==> config.mk <==
export PLATFORM = sky130hd
export DESIGN_NAME = sustained_overcurrent_trip_ramp_core
export DESIGN_NICKNAME = d
export VERILOG_FILES = /design/src/hdl/sotr_pkg.sv /design/src/hdl/sustained_overcurrent_trip_ramp_core.sv
export SDC_FILE = /design/constraint.sdc
export NUM_CORES = 1
export LEC_CHECK = 0
export ABC_AREA = 0
export BUFFER_PORTS_ARGS = -buffer_cell sky130_fd_sc_hd__buf_2
export CORE_MARGIN = 2
export CORE_UTILIZATION = 60
export CTS_BUF_LIST = sky130_fd_sc_hd__clkbuf_4
export CTS_CLUSTER_DIAMETER = 120
export DETAILED_ROUTE_END_ITERATION = 10
export GPL_ROUTABILITY_DRIVEN = 0
export PLACE_DENSITY_LB_ADDON = 0.05
export SLEW_MARGIN = 25
export SYNTH_ARGS = -nofsm -noshare
export SYNTH_HDL_FRONTEND = slang
export SYNTH_SLANG_ARGS = --single-unit
==> constraint.sdc <==
create_clock -name clk -period 7.37 [get_ports clk]
set_input_delay 0.737 -clock clk [delete_from_list [all_inputs] [get_ports clk]]
set_output_delay 0.737 -clock clk [all_outputs]
set_load 0.1 [all_outputs]
==> src/hdl/sotr_pkg.sv <==
`timescale 1ns / 1ps

package sotr_pkg;

  localparam int CUR_W   = 16;
  localparam int CNT_W   = 16;
  localparam int CLAMP_W = 15;
  localparam int DIV_W   = 16;
  localparam int CFG_INDEX_W = 8;
  localparam int CFG_DATA_W  = 16;

  // Serial passes: one bit of every operand per cycle
  localparam int SCAN_BITS = 16;
  localparam int DIV_BITS  = CLAMP_W;
  localparam int BIT_CNT_W = 4;

  localparam logic [BIT_CNT_W-1:0] SCAN_LAST = BIT_CNT_W'(SCAN_BITS - 1);
  localparam logic [BIT_CNT_W-1:0] DIV_LAST  = BIT_CNT_W'(DIV_BITS - 1);

  localparam logic [CUR_W-1:0]   CURRENT_THRESHOLD_RST = 16'd1500;
  localparam logic [CNT_W-1:0]   TRIP_TIMEOUT_RST      = 16'd50;
  localparam logic [CLAMP_W-1:0] CLAMP_MAX_RST         = 15'd31128;
  localparam logic [DIV_W-1:0]   COAST_TICKS_RST       = 16'd100;

  localparam logic [CFG_INDEX_W-1:0] REG_CURRENT_THRESHOLD = 8'd0;
  localparam logic [CFG_INDEX_W-1:0] REG_TRIP_TIMEOUT      = 8'd1;
  localparam logic [CFG_INDEX_W-1:0] REG_CLAMP_MAX         = 8'd2;
  localparam logic [CFG_INDEX_W-1:0] REG_COAST_TICKS       = 8'd3;

endpackage

==> src/hdl/sustained_overcurrent_trip_ramp_core.sv <==
`timescale 1ns / 1ps

// Channel | Handshake            | Payload
// --------+----------------------+-------------------------------------------
// in      | in_valid / in_ready  | measured_current[15:0], control_value[14:0]
// out     | out_valid / out_ready| clamp_value[14:0], tripped, stop_request
// cfg     | cfg_valid / cfg_ready| cfg_index[7:0], cfg_data[15:0]
//
// A normal tick runs from input transfer to a result in the output register
// through a bit-serial compare/increment/subtract pass, a decide step and an
// output register load. The trip tick adds a pass through the
// restoring divider, one quotient bit per cycle.
// Reset (rst, synchronous) restores the register defaults, clears the trip and
// the counter and sets the clamp to the clamp_max default.
// A stalled output holds its result; the next input is taken meanwhile, and its
// result waits in the done state until the output register frees up.
// cfg_ready is always high; write registers only while the block is idle.

module sustained_overcurrent_trip_ramp_core
  import sotr_pkg::*;
(
  input  logic                   clk,
  input  logic                   rst,
  // input channel
  input  logic                   in_valid,
  output logic                   in_ready,
  input  logic [CUR_W-1:0]       measured_current,
  input  logic [CLAMP_W-1:0]     control_value,
  // result channel
  output logic                   out_valid,
  input  logic                   out_ready,
  output logic [CLAMP_W-1:0]     clamp_value,
  output logic                   tripped,
  output logic                   stop_request,
  // configuration write channel
  input  logic                   cfg_valid,
  output logic                   cfg_ready,
  input  logic [CFG_INDEX_W-1:0] cfg_index,
  input  logic [CFG_DATA_W-1:0]  cfg_data
);

  typedef enum logic [2:0] {
    S_IDLE,
    S_SCAN,
    S_EVAL,
    S_DIV,
    S_DONE
  } state_t;

  state_t state;

  // configuration registers
  logic [CUR_W-1:0]   current_threshold;
  logic [CNT_W-1:0]   trip_timeout;
  logic [CLAMP_W-1:0] clamp_max;
  logic [DIV_W-1:0]   coast_ticks;

  // architectural state
  logic [CNT_W-1:0]   over_count;
  logic               trip_latched;
  logic [CLAMP_W-1:0] clamp_level;
  logic [CLAMP_W-1:0] ramp_step;

  // serial datapath: operands shift out LSB first, one bit per cycle
  logic [SCAN_BITS-1:0] a_sh;   // current, or clamp with difference shifted in
  logic [SCAN_BITS-1:0] b_sh;   // threshold, or ramp step
  logic [CNT_W-1:0]     c_sh;   // over_count, rotated through the incrementer
  logic [CNT_W-1:0]     d_sh;   // trip timeout
  logic                 gt_ab;  // a > b over the bits seen so far
  logic                 lt_cd;  // c < d over the bits seen so far
  logic                 carry;
  logic                 borrow;
  logic                 nz_a;
  logic [BIT_CNT_W-1:0] bit_cnt;
  logic [CLAMP_W-1:0]   ctl_r;

  // divider
  logic [DIV_W-1:0]   div_r;
  logic [DIV_W-1:0]   rem;
  logic [CLAMP_W-1:0] q_sh;     // dividend bits out of the top, quotient in

  // result waiting for the output register
  logic [CLAMP_W-1:0] res_clamp;
  logic               res_trip;
  logic               res_stop;

  logic               a0, b0, c0, d0;
  logic               diff_bit;
  logic               borrow_next;
  logic [DIV_W:0]     trial;
  logic               q_bit;
  logic [DIV_W-1:0]   rem_next;
  logic               out_free;

  always_comb begin
    a0 = a_sh[0];
    b0 = b_sh[0];
    c0 = c_sh[0];
    d0 = d_sh[0];
    diff_bit    = a0 ^ b0 ^ borrow;
    borrow_next = (~a0 & b0) | (~(a0 ^ b0) & borrow);

    // restoring division step: bring down the next dividend bit, try subtract
    trial    = {rem, q_sh[CLAMP_W-1]};
    q_bit    = (trial >= {1'b0, div_r});
    rem_next = q_bit ? DIV_W'(trial - {1'b0, div_r}) : trial[DIV_W-1:0];

    out_free = !out_valid || out_ready;
  end

  assign in_ready  = (state == S_IDLE);
  assign cfg_ready = 1'b1;

  // Configuration writes; indexes past the register list drop silently
  always_ff @(posedge clk) begin
    if (rst) begin
      current_threshold <= CURRENT_THRESHOLD_RST;
      trip_timeout      <= TRIP_TIMEOUT_RST;
      clamp_max         <= CLAMP_MAX_RST;
      coast_ticks       <= COAST_TICKS_RST;
    end else if (cfg_valid && cfg_ready) begin
      unique case (cfg_index)
        REG_CURRENT_THRESHOLD: current_threshold <= cfg_data;
        REG_TRIP_TIMEOUT:      trip_timeout      <= cfg_data;
        REG_CLAMP_MAX:         clamp_max         <= cfg_data[CLAMP_W-1:0];
        REG_COAST_TICKS:       coast_ticks       <= cfg_data;
        default: ;
      endcase
    end
  end

  // Sequencer, serial datapath and output register
  always_ff @(posedge clk) begin
    if (rst) begin
      state        <= S_IDLE;
      out_valid    <= 1'b0;
      over_count   <= '0;
      trip_latched <= 1'b0;
      clamp_level  <= CLAMP_MAX_RST;
      ramp_step    <= '0;
      bit_cnt      <= '0;
    end else begin
      // drop the result once the consumer takes it; the done state reloads it
      if (out_valid && out_ready && state != S_DONE) begin
        out_valid <= 1'b0;
      end

      unique case (state)
        S_IDLE: begin
          if (in_valid) begin
            // after a trip the same serial pass does clamp minus step
            if (trip_latched) begin
              a_sh <= {1'b0, clamp_level};
              b_sh <= {1'b0, ramp_step};
            end else begin
              a_sh <= measured_current;
              b_sh <= current_threshold;
            end
            c_sh    <= over_count;
            d_sh    <= trip_timeout;
            ctl_r   <= control_value;
            gt_ab   <= 1'b0;
            lt_cd   <= 1'b0;
            carry   <= 1'b1;
            borrow  <= 1'b0;
            nz_a    <= 1'b0;
            bit_cnt <= '0;
            state   <= S_SCAN;
          end
        end

        S_SCAN: begin
          // advance one bit: compare, increment and subtract side by side
          gt_ab  <= (a0 & ~b0) | (~(a0 ^ b0) & gt_ab);
          lt_cd  <= (d0 & ~c0) | (~(d0 ^ c0) & lt_cd);
          borrow <= borrow_next;
          carry  <= c0 & carry;
          nz_a   <= nz_a | a0;
          a_sh   <= {diff_bit, a_sh[SCAN_BITS-1:1]};
          b_sh   <= {1'b0, b_sh[SCAN_BITS-1:1]};
          c_sh   <= {c0 ^ carry, c_sh[CNT_W-1:1]};
          d_sh   <= {1'b0, d_sh[CNT_W-1:1]};
          bit_cnt <= bit_cnt + 1'b1;
          if (bit_cnt == SCAN_LAST) begin
            state <= S_EVAL;
          end
        end

        S_EVAL: begin
          if (!trip_latched) begin
            clamp_level <= clamp_max;
            res_clamp   <= clamp_max;
            res_trip    <= 1'b0;
            res_stop    <= 1'b0;
            if (!gt_ab) begin
              over_count <= '0;
              state      <= S_DONE;
            end else if (lt_cd) begin
              // c_sh now holds over_count + 1
              over_count <= c_sh;
              state      <= S_DONE;
            end else begin
              // sustained overcurrent: latch the clamp, derive the ramp step
              div_r   <= (coast_ticks == '0) ? DIV_W'(1) : coast_ticks;
              rem     <= '0;
              q_sh    <= ctl_r;
              bit_cnt <= '0;
              state   <= S_DIV;
            end
          end else begin
            res_trip <= 1'b1;
            if (!nz_a) begin
              clamp_level <= '0;
              res_clamp   <= '0;
              res_stop    <= 1'b1;
            end else begin
              // a borrow out means the step overshoots: saturate at zero
              clamp_level <= borrow ? '0 : a_sh[CLAMP_W-1:0];
              res_clamp   <= borrow ? '0 : a_sh[CLAMP_W-1:0];
              res_stop    <= 1'b0;
            end
            state <= S_DONE;
          end
        end

        S_DIV: begin
          rem     <= rem_next;
          q_sh    <= {q_sh[CLAMP_W-2:0], q_bit};
          bit_cnt <= bit_cnt + 1'b1;
          if (bit_cnt == DIV_LAST) begin
            trip_latched <= 1'b1;
            clamp_level  <= ctl_r;
            ramp_step    <= {q_sh[CLAMP_W-2:0], q_bit};
            res_clamp    <= ctl_r;
            res_trip     <= 1'b1;
            res_stop     <= 1'b0;
            state        <= S_DONE;
          end
        end

        S_DONE: begin
          // hold until the output register is free, then transfer into it
          if (out_free) begin
            clamp_value  <= res_clamp;
            tripped      <= res_trip;
            stop_request <= res_stop;
            out_valid    <= 1'b1;
            state        <= S_IDLE;
          end else begin
            out_valid    <= 1'b1;
          end
        end

        default: state <= S_IDLE;
      endcase
    end
  end

endmodule

==> results.txt <==
The total power was 0.00367 W; the number of buffers inserted to repair setup after CTS was 0. Class of the most critical setup path: reg2reg. Port buffering added 78 buffers.

The hold-critical path depth came out at 1. The logs give 102 for the maximum number of pins on one net before global-route repair and 9,472 for the number of vias in the routed layout. The length of routed met2 wiring is 14,100 µm, and the footprint of the flip-flops and latches is 0.00732 mm².

The logs give 0.588 for the register area share after synthesis and 9,308 for the via count of the first global-routing pass. The run gives 1,446 as the final-stage net count. The total area inside the core boundary comes to 0.0203 mm².

In this run the power density over the cells is 261 mW/mm². The count of final hold-check violations was 0. TritonCTS sink count: 283. The logs give 3 for the worst-case clock buffer depth and 3.74 ns for the worst-case setup margin in the final layout.

The die is 148 µm wide. The run gives 0 as the global-route congestion overflow total. The most used flip-flop cell after synthesis is sky130_fd_sc_hd__edfxtp_1. The worst min-delay path startpoint was control_value[13]. The number of storage elements in the synthesis netlist was 283. The arrival time reported for the critical path endpoint was 3.99 ns; the detailed-route wire length on metal 1 was 13,000 µm. After detailed routing, the number of vias per cell comes to 5.60. In this run, synthesis inferred 165 flip-flops with an integrated enable. The mean routed wirelength per cell is 17.5 µm, and the number of rows created at floorplan is 52. The portion of the clock cycle consumed by the worst path in the final layout was 0.493; the share of synthesized registers carrying an async set or reset was 0. The detailed router finished its first iteration with 562 violations. The static leakage power is 5.36 nW. Detailed routing placed a total of 1900 µm of wire on met3. The synthesized netlist occupies a cell area of 0.0124 mm².

Pin placement for this block handled 80 I/O pins. Setup violations remaining at the end of the flow were counted as 0. The run gives 1,667 as the number of inserted filler cells in the final layout. The cell count after synthesis came out at 1,288. After clock tree synthesis, the clock-pin slew on the worst setup and hold paths is 0.07 ns. The cell accounting for the most synthesized area is sky130_fd_sc_hd__edfxtp_1.

In this run the remaining antenna-violating nets after routing total 0. The initial core utilization came out at 0.613. Routed signal wires occupy layers up through met4. The worst setup path is launched from a register. A synthesized cell averages 9.66 µm². Maximum clock skew at final layout: 0.0356 ns. TritonCTS built the clock tree. For the worst flop-to-flop path, the logic depth is 7. The pre-antenna-repair detailed-routing pass consisted of 5 iterations. Setup repair after global routing left no endpoint under its margin. The tools report the number of different library cells in the post-synthesis netlist as 64.

The required time of the worst setup path is 7.73 ns. In this run the worst path has a maximum fanout of 36. The clock latency of the later-clocked register in the worst-skew pair was 0.68 ns. The worst register-to-register path has a setup slack of 3.74 ns.

The run finished with clean final reports. The run gives 1,372 as the net count of the mapped netlist. Compared with the post-synthesis result, the final layout area differs by 12.9%. During synthesis, Yosys emitted a total of 0 warnings. For the final routed database, the setup TNS stands at 0 ns.

The count of cells resized by post-cts repair is 0. From bottom edge to top edge, the die measures 148 µm. In the post-synthesis netlist, the biggest area contributors are sky130_fd_sc_hd__edfxtp_1 40%, sky130_fd_sc_hd__dfxtp_1 19%, sky130_fd_sc_hd__nand2_1 12%.

The HPWL after detailed placement is 19,300 µm. The area enclosed by the die boundary came out at 0.0219 mm². Capturing point of the worst reg2reg path: res_clamp[3]$_DFFE_PP_.

Final number of max-transition violations: 0. Source of the worst register-to-register timing path: state[1]$_SDFFE_PP0P_. Root buffer cell: sky130_fd_sc_hd__clkbuf_4. The combined global-route utilization of all metal layers was 0.276. In the routed design, unresolved DRC markers number 0.

The kind of path behind the tightest hold check was in2reg. The initial antenna violation count is 1, and the maximum ir drop on the vdd rail is 0.230 mV. Tightest slew margin relative to the limit: 0.374. At the pin with the least slew margin, the transition time is 0.939 ns. In this run, CTS created clock tree buffers numbering 74. Across all hold checks on the routed design, the worst slack comes to 0.229 ns.

The run gives 29,600 µm as the overall routed net length. Hold repair after CTS inserted 0 buffers. The portion of synthesized cell area occupied by the leading cell type came out at 0.398. The final core utilization is 0.692, and the multi-input combinational cell area is 0.00469 mm².

Counting I/O delays and the setup requirement, the final critical path takes 3.63 ns. Before CTS, the worst setup slack after placement is 3.79 ns. The run gives 47,500 µm as the wire length of the first global-routing pass. The run gives 3 as the maximum level of the CTS H-tree.

Max-cap violations in this run came to 0. The fraction of final layout cells with drive strength greater than 1 was 0.170. The path with the worst hold slack has its endpoint at ctl_r[13]$_DFFE_PP_. Category of the worst setup path capture point: a register. The fmax was 275 MHz.
-- cell usage after synthesis (7+ instances only) --
cell and instances:
sky130_fd_sc_hd__a221oi_1 7, sky130_fd_sc_hd__clkbuf_1 68, sky130_fd_sc_hd__o21ai_0 59, sky130_fd_sc_hd__nor2_1 60
sky130_fd_sc_hd__nand2b_1 7, sky130_fd_sc_hd__a21o_1 8, sky130_fd_sc_hd__inv_1 29, sky130_fd_sc_hd__dfxtp_1 118
sky130_fd_sc_hd__o21bai_1 12, sky130_fd_sc_hd__edfxtp_1 165, sky130_fd_sc_hd__a211oi_1 8, sky130_fd_sc_hd__ha_1 22
sky130_fd_sc_hd__nand2_1 382, sky130_fd_sc_hd__buf_2 13, sky130_fd_sc_hd__a21oi_1 119, sky130_fd_sc_hd__mux2i_1 30
sky130_fd_sc_hd__nand3b_1 24, sky130_fd_sc_hd__nor3_1 13, sky130_fd_sc_hd__nand3_1 37, sky130_fd_sc_hd__buf_1 8
-- worst max-delay path, cell delays in order, from the launching register on --
cell                       delay [ns]
sky130_fd_sc_hd__dfxtp_1         0.67
sky130_fd_sc_hd__nand2b_1        0.31
sky130_fd_sc_hd__or2_2           0.66
sky130_fd_sc_hd__nor2_2          0.71
sky130_fd_sc_hd__a21oi_1         0.08
sky130_fd_sc_hd__buf_4           0.23
sky130_fd_sc_hd__nor2_1          0.34
sky130_fd_sc_hd__buf_4           0.31
-- worst max path at each step --
| stage | start | cells after the start | slack (ns) | end |
|---|---|---|---|---|
| after floorplan | state[2]$_SDFFE_PP0P_ | 5 | 2.47 | a_sh[0]$_DFFE_PP_ |
| after global placement | state[1]$_SDFFE_PP0P_ | 7 | 3.91 | res_stop$_SDFFCE_PP0P_ |
| after detailed placement | state[1]$_SDFFE_PP0P_ | 7 | 3.79 | res_clamp[9]$_DFFE_PP_ |
| after CTS | state[1]$_SDFFE_PP0P_ | 7 | 3.75 | res_clamp[7]$_DFFE_PP_ |
| after global routing | state[1]$_SDFFE_PP0P_ | 7 | 3.51 | res_clamp[2]$_DFFE_PP_ |
| final | state[1]$_SDFFE_PP0P_ | 7 | 3.74 | res_clamp[3]$_DFFE_PP_ |
-- area by class of cell --
cell class	instances	area share
Antenna cell	1	0.000178
Clock buffer	116	0.0620
Clock inverter	18	0.0149
Inverter	29	0.00775
Multi-Input combinational cell	881	0.333
Sequential cell	283	0.521
Tap cell	270	0.0240
Timing Repair Buffer	93	0.0369
-- power breakdown --
part           internal (W)  switching, W
combinational     0.0000856      0.000226
clock              0.000892      0.000644
sequential          0.00178     0.0000483
total               0.00276      0.000918
-- metrics by stage --
step	cell area (µm²)	std cells
floorplan	12400	1288
global placement	12900	1555
detailed placement	12900	1555
CTS	14000	1689
global route	14100	1691
finish	14100	1691
-- per-layer routing --
layer	GRT usage	vias up
met3	0.0614	52
met4	0.103	0
met1	0.376	4491
met5	0	-
li1	-	4644
met2	0.437	285
-- kinds of logic after synthesis --
group	Yosys count	synth area share
multiplexers	32	0.0259
AND/OR/NAND/NOR	576	0.203
buffers and inverters	124	0.0402
AO/OA/AOI/OAI	244	0.115
adder cells (fa/ha/maj)	24	0.0253
XOR/XNOR	4	0.00282
other	1	0.000301
flip-flops	283	0.588
-- layout by cell type (no fill, tap or decap), drive strengths merged, types with 6 or more instances in the layout --
master,Yosys,final
o21ai,59,59
nand2,382,382
clkinv,0,11
clkbuf,71,116
nor3,13,13
nand3,37,37
o211ai,6,6
mux2i,30,30
nor4,7,7
edfxtp,165,165
a21o,8,8
a21oi,119,119
nor2,62,62
nor2b,6,6
nand3b,24,24
o21bai,12,12
a211oi,9,9
a221oi,7,7
nor3b,6,6
nand4,6,6
buf,24,93
dfxtp,118,118
inv,29,30
ha,22,22
nand2b,7,7
Power figures use the tool's default switching activity.
